### src/dzv_pkg.sv
// ----------------------------------------------------------------------------
// dzv_pkg
// Shared types and constants for the delta / zigzag / varint encoder.
// ----------------------------------------------------------------------------
package dzv_pkg;

    // Default width of the number path
    localparam int VALUE_WIDTH_DEF = 64;

    // Field widths fixed by the interface
    localparam int IN_VALUE_BITS = 64;
    localparam int CODE_BITS     = 8;

    // Varint group layout
    localparam int          GROUP_BITS = 7;
    localparam logic [6:0]  GROUP_MASK = 7'h7F;
    localparam logic        MORE_FLAG  = 1'b1;

    // Reset value of delta_mode
    localparam logic DELTA_MODE_RST = 1'b1;

    // Depth of the queue between the front and the back end
    localparam int QUEUE_DEPTH = 2;

    // Input beat: one number
    typedef struct packed {
        logic signed [IN_VALUE_BITS-1:0] value;
        logic                            list_start;
    } in_beat_t;

    // Output beat: one code byte
    typedef struct packed {
        logic [CODE_BITS-1:0] code_byte;
        logic                 last_byte;
    } out_beat_t;

    // Back end states
    typedef enum logic {
        BK_IDLE,
        BK_EMIT
    } bk_state_t;

endpackage

### src/dzv_front.sv
// ----------------------------------------------------------------------------
// dzv_front
// Accepts numbers, forms the delta against the previous one (in delta mode, not
// at list start), applies the zigzag map and pushes the mapped word to the queue.
// ----------------------------------------------------------------------------
module dzv_front #(
    parameter int VALUE_WIDTH = dzv_pkg::VALUE_WIDTH_DEF
) (
    input  logic                   clk,
    input  logic                   rst_n,
    input  logic                   cfg_we,
    input  logic                   cfg_wdata,
    input  logic                   in_valid,
    output logic                   in_ready,
    input  dzv_pkg::in_beat_t      in_data,
    output logic                   push_valid,
    input  logic                   push_ready,
    output logic [VALUE_WIDTH-1:0] push_word
);
    import dzv_pkg::*;

    logic                   delta_mode_reg;
    logic [VALUE_WIDTH-1:0] prev_reg;
    logic [VALUE_WIDTH-1:0] prev_next;
    logic [VALUE_WIDTH-1:0] v;
    logic [VALUE_WIDTH-1:0] d;
    logic                   accept;

    // Handshake: the front takes a beat whenever the queue has room
    assign in_ready   = push_ready;
    assign push_valid = in_valid;
    assign accept     = in_valid && push_ready;

    // Delta and zigzag map
    assign v = in_data.value[VALUE_WIDTH-1:0];

    always_comb
    begin
        if (delta_mode_reg && !in_data.list_start)
        begin
            d = v - prev_reg;
        end
        else
        begin
            d = v;
        end
        push_word = {d[VALUE_WIDTH-2:0], 1'b0} ^ {VALUE_WIDTH{d[VALUE_WIDTH-1]}};
        prev_next = accept ? v : prev_reg;
    end

    // Mode register and previous number
    always_ff @(posedge clk or negedge rst_n)
    begin
        if (!rst_n)
        begin
            delta_mode_reg <= DELTA_MODE_RST;
            prev_reg       <= '0;
        end
        else
        begin
            if (cfg_we)
            begin
                delta_mode_reg <= cfg_wdata;
            end
            prev_reg <= prev_next;
        end
    end

endmodule

### src/dzv_queue.sv
// ----------------------------------------------------------------------------
// dzv_queue
// Short FIFO of mapped words between the front and the back end.
// ----------------------------------------------------------------------------
module dzv_queue #(
    parameter int VALUE_WIDTH = dzv_pkg::VALUE_WIDTH_DEF
) (
    input  logic                   clk,
    input  logic                   rst_n,
    input  logic                   push_valid,
    output logic                   push_ready,
    input  logic [VALUE_WIDTH-1:0] push_word,
    output logic                   pop_valid,
    input  logic                   pop_ready,
    output logic [VALUE_WIDTH-1:0] pop_word
);
    import dzv_pkg::*;

    localparam int PTR_BITS = $clog2(QUEUE_DEPTH);
    localparam int CNT_BITS = $clog2(QUEUE_DEPTH + 1);

    logic [VALUE_WIDTH-1:0] mem [QUEUE_DEPTH];
    logic [PTR_BITS-1:0]    wr_ptr_reg;
    logic [PTR_BITS-1:0]    wr_ptr_next;
    logic [PTR_BITS-1:0]    rd_ptr_reg;
    logic [PTR_BITS-1:0]    rd_ptr_next;
    logic [CNT_BITS-1:0]    count_reg;
    logic [CNT_BITS-1:0]    count_next;
    logic                   push;
    logic                   pop;

    assign push_ready = (count_reg != CNT_BITS'(QUEUE_DEPTH));
    assign pop_valid  = (count_reg != '0);
    assign pop_word   = mem[rd_ptr_reg];
    assign push       = push_valid && push_ready;
    assign pop        = pop_valid && pop_ready;

    // Pointer and fill count update
    always_comb
    begin
        wr_ptr_next = wr_ptr_reg;
        rd_ptr_next = rd_ptr_reg;
        if (push)
        begin
            wr_ptr_next = (wr_ptr_reg == PTR_BITS'(QUEUE_DEPTH - 1)) ? '0
                        : wr_ptr_reg + PTR_BITS'(1);
        end
        if (pop)
        begin
            rd_ptr_next = (rd_ptr_reg == PTR_BITS'(QUEUE_DEPTH - 1)) ? '0
                        : rd_ptr_reg + PTR_BITS'(1);
        end
        count_next = count_reg + CNT_BITS'(push) - CNT_BITS'(pop);
    end

    always_ff @(posedge clk or negedge rst_n)
    begin
        if (!rst_n)
        begin
            wr_ptr_reg <= '0;
            rd_ptr_reg <= '0;
            count_reg  <= '0;
        end
        else
        begin
            wr_ptr_reg <= wr_ptr_next;
            rd_ptr_reg <= rd_ptr_next;
            count_reg  <= count_next;
        end
    end

    // Storage
    always_ff @(posedge clk)
    begin
        if (push)
        begin
            mem[wr_ptr_reg] <= push_word;
        end
    end

endmodule

### src/dzv_back.sv
// ----------------------------------------------------------------------------
// dzv_back
// Takes mapped words from the queue and shifts them out as 7-bit groups,
// one code byte per cycle while out_ready is high, through an output register.
// ----------------------------------------------------------------------------
module dzv_back #(
    parameter int VALUE_WIDTH = dzv_pkg::VALUE_WIDTH_DEF
) (
    input  logic                   clk,
    input  logic                   rst_n,
    input  logic                   pop_valid,
    output logic                   pop_ready,
    input  logic [VALUE_WIDTH-1:0] pop_word,
    output logic                   out_valid,
    input  logic                   out_ready,
    output dzv_pkg::out_beat_t     out_data
);
    import dzv_pkg::*;

    bk_state_t              state_reg;
    bk_state_t              state_next;
    logic [VALUE_WIDTH-1:0] cur_reg;
    logic [VALUE_WIDTH-1:0] cur_next;
    logic                   out_valid_reg;
    logic                   out_valid_next;
    out_beat_t              out_data_reg;
    out_beat_t              out_data_next;
    logic                   slot_free;
    logic                   final_group;
    logic                   emit;

    assign out_valid   = out_valid_reg;
    assign out_data    = out_data_reg;
    assign slot_free   = !out_valid_reg || out_ready;
    assign final_group = (cur_reg[VALUE_WIDTH-1:GROUP_BITS] == '0);

    // Next state
    always_comb
    begin
        state_next = state_reg;
        unique case (state_reg)
            BK_IDLE:
            begin
                if (pop_valid)
                begin
                    state_next = BK_EMIT;
                end
            end
            BK_EMIT:
            begin
                if (slot_free && final_group && !pop_valid)
                begin
                    state_next = BK_IDLE;
                end
            end
            default:
            begin
                state_next = BK_IDLE;
            end
        endcase
    end

    // Datapath and handshake outputs
    always_comb
    begin
        pop_ready      = 1'b0;
        emit           = 1'b0;
        cur_next       = cur_reg;
        out_valid_next = out_valid_reg && !out_ready;
        out_data_next  = out_data_reg;
        unique case (state_reg)
            BK_IDLE:
            begin
                pop_ready = 1'b1;
            end
            BK_EMIT:
            begin
                emit = slot_free;
                // the last group of a word frees the shifter for the next one
                pop_ready = slot_free && final_group;
            end
            default:
            begin
                pop_ready = 1'b0;
            end
        endcase

        if (emit)
        begin
            out_valid_next          = 1'b1;
            out_data_next.code_byte = {(final_group ? !MORE_FLAG : MORE_FLAG),
                                       cur_reg[GROUP_BITS-1:0] & GROUP_MASK};
            out_data_next.last_byte = final_group;
            cur_next                = cur_reg >> GROUP_BITS;
        end
        if (pop_ready && pop_valid)
        begin
            cur_next = pop_word;
        end
    end

    always_ff @(posedge clk or negedge rst_n)
    begin
        if (!rst_n)
        begin
            state_reg     <= BK_IDLE;
            out_valid_reg <= 1'b0;
        end
        else
        begin
            state_reg     <= state_next;
            out_valid_reg <= out_valid_next;
        end
    end

    always_ff @(posedge clk)
    begin
        cur_reg      <= cur_next;
        out_data_reg <= out_data_next;
    end

endmodule

### src/delta_zigzag_varint_encoder.sv
// A number goes through the word queue and the group shifter into the output register.
// Throughput: one code byte per cycle while out_ready is high, set by the 7-bit group
// shifter in the back end; a number gives 1 to ceil(VALUE_WIDTH/7) bytes (10 at 64 bits).
// The two-entry word queue lets the front take numbers while the back end shifts.
// Reset (rst_n, asynchronous, active low): delta mode on, previous number zero,
// queue and output register empty.
// ----------------------------------------------------------------------------
// delta_zigzag_varint_encoder
// Delta, zigzag and LEB128-style varint encoder: front end for the delta and
// zigzag map, a short word queue, and a back end that emits code bytes.
// ----------------------------------------------------------------------------
module delta_zigzag_varint_encoder #(
    parameter int VALUE_WIDTH = dzv_pkg::VALUE_WIDTH_DEF
) (
    input  logic               clk,
    input  logic               rst_n,
    input  logic               cfg_we,
    input  logic               cfg_wdata,
    input  logic               in_valid,
    output logic               in_ready,
    input  dzv_pkg::in_beat_t  in_data,
    output logic               out_valid,
    input  logic               out_ready,
    output dzv_pkg::out_beat_t out_data
);
    import dzv_pkg::*;

    logic                   push_valid;
    logic                   push_ready;
    logic [VALUE_WIDTH-1:0] push_word;
    logic                   pop_valid;
    logic                   pop_ready;
    logic [VALUE_WIDTH-1:0] pop_word;

    // Delta and zigzag map
    dzv_front #(
        .VALUE_WIDTH (VALUE_WIDTH)
    ) u_front (
        .clk        (clk),
        .rst_n      (rst_n),
        .cfg_we     (cfg_we),
        .cfg_wdata  (cfg_wdata),
        .in_valid   (in_valid),
        .in_ready   (in_ready),
        .in_data    (in_data),
        .push_valid (push_valid),
        .push_ready (push_ready),
        .push_word  (push_word)
    );

    // Word queue
    dzv_queue #(
        .VALUE_WIDTH (VALUE_WIDTH)
    ) u_queue (
        .clk        (clk),
        .rst_n      (rst_n),
        .push_valid (push_valid),
        .push_ready (push_ready),
        .push_word  (push_word),
        .pop_valid  (pop_valid),
        .pop_ready  (pop_ready),
        .pop_word   (pop_word)
    );

    // Group shifter and output register
    dzv_back #(
        .VALUE_WIDTH (VALUE_WIDTH)
    ) u_back (
        .clk       (clk),
        .rst_n     (rst_n),
        .pop_valid (pop_valid),
        .pop_ready (pop_ready),
        .pop_word  (pop_word),
        .out_valid (out_valid),
        .out_ready (out_ready),
        .out_data  (out_data)
    );

endmodule
### config.mk
export PLATFORM = sky130hd
export DESIGN_NAME = delta_zigzag_varint_encoder
export DESIGN_NICKNAME = d
export VERILOG_FILES = /design/src/dzv_pkg.sv /design/src/dzv_front.sv /design/src/dzv_queue.sv /design/src/dzv_back.sv /design/src/delta_zigzag_varint_encoder.sv
export SDC_FILE = /design/constraint.sdc
export NUM_CORES = 1
export LEC_CHECK = 0
export ABC_AREA = 1
export BUFFER_PORTS_ARGS = -buffer_cell sky130_fd_sc_hd__buf_4
export CORE_AREA = 5 5 201 203
export CTS_CLUSTER_SIZE = 12
export DETAILED_ROUTE_END_ITERATION = 8
export DIE_AREA = 0 0 206 208
export GPL_TIMING_DRIVEN = 1
export PLACE_DENSITY = 0.64
export SYNTH_ARGS = -nofsm -noshare
export SYNTH_HDL_FRONTEND = slang
export SYNTH_SLANG_ARGS = --single-unit
### constraint.sdc
create_clock -name clk -period 14.4 [get_ports clk]
set_input_delay 0.72 -clock clk [delete_from_list [all_inputs] [get_ports clk]]
set_output_delay 0.72 -clock clk [all_outputs]
set_load 0.005 [all_outputs]
==> results.yml, run 1 <==
route:
  dr.first_iter.drc_count: 1699
  vias_per_cell: 5.063
  finalWirelength_mm: 61.71
  avgRoutedWirePerCell_microns: 17.88
  dr.pass1.iters: 6
  drc: 0
  vias: 17470
  antenna_left: 0
sta:
  skew_ns: 0.02855
  period_needed_ns: 3.232
  setup_viol: 0
  hold_viol: 0
  finalCritPeriodShare_pct: 22.44
  worst_pin_slew_ns: 1.071
  slew_headroom_pct: 28.62
  maxSlewViolCount: 0
  tns_ns: 0
  rsz0062_at_grt: "no"
  fmax_mhz: 309.4
  worst_slack_ns: 11.17
global_route:
  grt_pass1_vias: 16340
  gr-usage-all-layers_pct: 28.45
  grt_max_degree: 91
  grt_pass1_wl_mm: 93.58
  antenna_found_initial: 0
  grt_overflow: 0
floorplan:
  io_pins: 82
  rows: 72
  coreArea_sq_um: 38290
  start_util_pct: 49.50
  die_area_sq_um: 42850
  dieHeight_microns: 208
  dieWidth_microns: 206
finish:
  largest_reg_flops: 128
  multi_input_area_sq_um: 8840
  antenna_cells: 0
  syn_to_final_growth_pct: 10.71
  fill_cells: 3807
  drive_gt1_share_pct: 6.717
  layout.area.seq_sq_um: 7815
  final_nets: 3046
logic_synthesis:
  netlist_area_sq_um: 18950
  yosys.area.top_type_share_pct: 31.85
  yosys_warnings: 0
  synth.area.top_cells: "edfxtp_1 32%, nand2_1 27%, inv_1 10%, dfrtp_1 9.2%, ha_1 4.3%"
  ys_seq_area_share_pct: 41.23
  async_flop_share_pct: 26.10
  synthCells: 2853
  synth_enable_flop_cells: 201
  syn_avg_cell_area_sq_um: 6.643
  synth_nets: 2990
  synth_top_cell_by_area: "edfxtp_1"
  synth.distinct_cells: 40
  ys.flop_type: "edfxtp_1"
  yosys_register_bits: 272
worst_setup_path:
  r2r_cells: 15
  cp-end-kind: "flop"
  cp.required_ns: 14.69
  critPathMaxFanout: 62
  crit_arrival_ns: 3.52
  critPathLaunchType: "flop"
  reg2reg_from: "u_front.prev_reg[31]"
  critPathKind: "flop to flop"
  crit_path_start: "u_front.prev_reg[31]"
run_status:
  status: "finished, final reports clean"
clock_tree:
  hold_buffers: 0
  clockBufferDepth: 3
  cts_tree: "done"
  clkSinkCount: 272
  worstSkewPairLatency_ns: 0.60
  post_cts_buffers: 0
  cts_buffers: 30
  clkSlewWorstSetupHoldPaths_ns: 0.06
  htree_levels: 1
  cts_root_buf: "clkbuf_16"
  cts_resized: 0
pwr:
  ir_worst_vdd_mv: 0.1361
  p_per_area_nw_per_um2: 174.7
  p_leak_nw: 11.27
job:
  drv_cap: 0
place:
  portBuffers: 81
  place_ws_ns: 10.81
  globalplace.congestion: 0.9737
  hpwl_mm: 47.99
worst_hold_path:
  hold_class: "input pin to async pin"
-- Yosys cell counts, drive strengths merged (3+ instances only) --
| cell | number |
|---|---|
| nand3 | 133 |
| nand4 | 24 |
| inv | 530 |
| and3 | 3 |
| a21oi | 58 |
| clkbuf | 47 |
| xor2 | 9 |
| nor2 | 122 |
| o21bai | 7 |
| edfxtp | 201 |
| ha | 65 |
| nand2 | 1377 |
| nor3 | 12 |
| xnor2 | 3 |
| o21ai | 121 |
| buf | 23 |
| nand3b | 9 |
| nor4 | 7 |
| or2 | 17 |
| and2 | 6 |
| dfrtp | 70 |
-- power breakdown --
group | internal (mW) | switching, mW | leakage, nW | total (mW)
logic | 0.515 | 1.24 | 8.03 | 1.76
registers | 1.08 | 0.0667 | 2.78 | 1.15
clock network | 0.440 | 0.323 | 0.463 | 0.763
-- logic make-up (layout without fill, tap and decap cells) --
| family | Yosys count | count (layout) | share of synthesized area (%) |
|---|---|---|---|
| simple gates | 1710 | 1710 | 36.23 |
| fa+ha+maj | 66 | 66 | 4.397 |
| xor+xnor | 12 | 12 | 0.5546 |
| buf+inv | 602 | 682 | 12.32 |
| compound gates | 191 | 191 | 5.268 |
| flops | 272 | 272 | 41.23 |
-- cells in the final DEF (no fill, tap or decap), drive strengths merged, types with 6 or more instances in the layout --
| cell type | netlist | layout |
|---|---|---|
| and2 | 6 | 6 |
| clkinv | 2 | 6 |
| nand3 | 133 | 133 |
| nand3b | 9 | 9 |
| nor3 | 12 | 12 |
| clkbuf | 47 | 46 |
| inv | 530 | 531 |
| buf | 23 | 94 |
| o21bai | 7 | 7 |
| ha | 65 | 65 |
| nand4 | 24 | 24 |
| nor4 | 7 | 7 |
| edfxtp | 201 | 201 |
| o21ai | 121 | 121 |
| nor2 | 122 | 122 |
| a21oi | 58 | 58 |
| dfrtp | 70 | 70 |
| xor2 | 9 | 9 |
| or2 | 17 | 17 |
| nand2 | 1377 | 1377 |
-- final timing paths --
path | endpoint | slack (ns)
min | u_front.prev_reg[18] | 0.11
min in group clk | u_front.delta_mode_reg | 0.29
min reg2reg | u_back.out_data[7] | 0.43
max | u_queue.mem[0][5] | 11.17
max reg2reg | u_queue.mem[0][5] | 11.17
max in group asynchronous | u_queue.rd_ptr_reg | 13.22
-- metrics by stage --
step                      hold WS (ns)  std cells  power [mW]  util [%]  cell area [sq um]
final                           0.1135       3451       3.666     54.80              20980
after global routing            0.1265       3451       3.950     54.80              20980
after detailed placement        0.4151       3395       2.881     52.25              20010
after CTS                       0.1101       3451       3.655     54.80              20980
after floorplan                 0.4003       2853       2.354         -              18950
after global placement          0.4078       3395       2.856     52.25              20010
-- layer usage --
metal | wire length, microns | track usage, % | vias up
met3 | 5018 | 6.151 | 94
met4 | 2023 | 8.192 | 0
met5 | 0 | 0 | -
met2 | 25700 | 41.45 | 578
met1 | 28970 | 42.65 | 7977
li1 | - | - | 8823
-- worst max-delay path, cell delays in order, from the launching register on --
cell and delay (ns):
dfrtp_1 0.34, inv_1 0.08, ha_1 0.36, nand2_1 0.15
nor2_1 0.18, inv_1 0.10, nor2_1 0.18, nand2_1 0.10
nor2_1 0.24, nand2_2 0.15, nand2_2 0.10, nand2_1 0.07
nand3_2 0.09, nand2_4 0.41, nand2_1 0.18, nand2_1 0.17
-- cell type report --
class	instances	share of cell area [%]
multi-input combinational	1979	42.13
inverter	532	9.517
clock buffer	46	4.007
clock inverter	10	0.6500
timing repair buffer	94	3.363
sequential	272	37.25
tap	518	3.089
Note: power is estimated with default switching activity, not from simulation.
==> run 2, diff against run 1 <==
--- a/config.mk
+++ b/config.mk
@@ -12,7 +12,7 @@
 export DETAILED_ROUTE_END_ITERATION = 8
 export DIE_AREA = 0 0 206 208
 export GPL_TIMING_DRIVEN = 1
-export PLACE_DENSITY = 0.64
+export PLACE_DENSITY = 0.67
 export SYNTH_ARGS = -nofsm -noshare
 export SYNTH_HDL_FRONTEND = slang
 export SYNTH_SLANG_ARGS = --single-unit
==> constraint.sdc (replaced) <==
create_clock -name clk -period 2.7 [get_ports clk]
set_input_delay 0.135 -clock clk [delete_from_list [all_inputs] [get_ports clk]]
set_output_delay 0.135 -clock clk [all_outputs]
set_load 0.005 [all_outputs]
==> results.yml, run 2 (same netlist as run 1, synthesis figures left out) <==
run_status:
  status: "finished, final reports clean"
sta:
  fmax_mhz: 383.4
  slew_headroom_pct: 42.18
  period_needed_ns: 2.609
  skew_ns: 0.04506
  worst_pin_slew_ns: 0.8582
  timing.hold.ws_ns: 0.03716
  worst_slack_ns: 0.09143
  hold_viol: 0
  setup_viol: 0
  rsz0062_at_grt: "yes"
  finalCritPeriodShare_pct: 96.61
  maxSlewViolCount: 0
floorplan:
  die_area_sq_um: 42850
  rows: 72
  io_pins: 82
  dieWidth_microns: 206
  dieHeight_microns: 208
  start_util_pct: 49.50
  coreArea_sq_um: 38290
finish:
  antenna_cells: 0
  final_common_cell: "nand2_1"
  largest_reg_flops: 128
  postLayoutCoreUtil_pct: 63.28
  drive_gt1_share_pct: 17.86
  syn_to_final_growth_pct: 27.84
  final_cell_mix: "1291 x nand2_1, 516 x inv_1, 246 x buf_4"
  final_nets: 3286
  fill_cells: 3451
route:
  finalWirelength_mm: 64.44
  dr.pass1.iters: 7
  vias: 18470
  antenna_left: 0
  drc: 0
  vias_per_cell: 5.003
  dr.first_iter.drc_count: 1457
  avgRoutedWirePerCell_microns: 17.45
global_route:
  grt_pass1_wl_mm: 94.97
  grt_overflow: 0
  antenna_found_initial: 0
  grt_pass1_vias: 16840
  met3_usage_pct: 3.971
  busiest_layer: "met1"
  use_met1_pct: 43.60
  grt_max_degree: 87
  gr-usage-all-layers_pct: 28.75
  met2_usage_pct: 42.69
pwr:
  p_total_mw: 22.02
  p_per_area_nw_per_um2: 908.7
  ir_worst_vdd_mv: 0.6910
  p_leak_nw: 12.56
clock_tree:
  cts_tree: "done"
  clkSinkCount: 272
  worstSkewPairLatency_ns: 0.62
  cts_buffers: 31
  htree_levels: 1
  clkSlewWorstSetupHoldPaths_ns: 0.06
  clockBufferDepth: 3
  cts_root_buf: "clkbuf_16"
worst_setup_path:
  critPathLaunchType: "flop"
  crit_path_end: "u_queue.mem[1][24]"
  crit_path_start: "u_front.prev_reg[13]"
  reg2reg_to: "u_queue.mem[1][24]"
  cp.required_ns: 3.06
  cp-end-kind: "flop"
  critPathKind: "flop to flop"
  reg2reg_from: "u_front.prev_reg[13]"
  r2r_cells: 16
  critPathMaxFanout: 4
  r2r_setup_slack_ns: 0.09
  crit_arrival_ns: 2.97
place:
  globalplace.congestion: 0.9856
  hpwl_mm: 49.44
  place_ws_ns: -0.1917
  portBuffers: 81
worst_hold_path:
  hold_class: "input pin to async pin"
job:
  drv_cap: 0
[run 2: metal layers]
layer  wire length, microns  vias up
met5                      0        -
met3                   4191      101
met2                  27840      581
li1                       -     9314
met1                  30040     8475
met4                   2364        0
[run 2: timing repair]
item / in CTS / in global routing
buffers inserted: 2 / 14
cloned: 0 / 4
endpoints found under the hold margin: 156 / 0
hold buffers: 69 / 0
resized for setup: 30 / 202
setup endpoints to repair: 80 / 126
pin swaps: 2 / 13
[run 2: metrics by stage]
step | std cells | setup TNS [ns] | instance area [sq um]
2_1_floorplan | 2853 | 0 | 18980
3_3_place_gp | 3545 | -0.9861 | 21290
3_5_place_dp | 3545 | -1.868 | 21290
4_1_cts | 3674 | 0 | 23110
5_1_grt | 3692 | -0.3671 | 24230
6_report | 3692 | 0 | 24230
[run 2: layout make-up]
| class | count | area [sq um] | area share [%] |
|---|---|---|---|
| multi-input cells | 1979 | 9899 | 40.86 |
| clock buffers | 47 | 885.9 | 3.656 |
| flip-flops and latches | 272 | 7815 | 32.26 |
| repair buffers | 333 | 2895 | 11.95 |
| well taps | 518 | 648.1 | 2.675 |
| inverters | 532 | 1997 | 8.242 |
| clock inverters | 11 | 87.58 | 0.3615 |
[run 2: where the power goes]
group | switching, mW | internal [mW]
clock | 1.78 | 2.28
combinational | 7.41 | 4.43
sequential | 0.366 | 5.75
total | 9.56 | 12.5
[run 2: worst min-delay path by stage]
stage                     cells after the start  startpoint  slack (ns)                   end
final                                         2       rst_n        0.04  u_front.prev_reg[59]
after global routing                          2       rst_n        0.08  u_front.prev_reg[59]
after CTS                                     2       rst_n        0.03  u_front.prev_reg[59]
after detailed placement                      1       rst_n        0.14  u_front.prev_reg[59]
after global placement                        1       rst_n        0.14  u_front.prev_reg[59]
after floorplan                               0       rst_n       -0.16      u_back.out_valid
[run 2: worst max-delay path, cell delays in order (launching register included)]
cell and delay, ns:
dfrtp_1 0.35, inv_1 0.05, ha_1 0.31, nand2_2 0.14, inv_1 0.05, nand2_1 0.06
nand2_1 0.12, buf_4 0.17, inv_1 0.04, nand2_1 0.04, nand2_1 0.06, nand3_2 0.17
or2_2 0.33, nand3_1 0.07, nand2_1 0.19, nand2_1 0.13, nand2_1 0.06
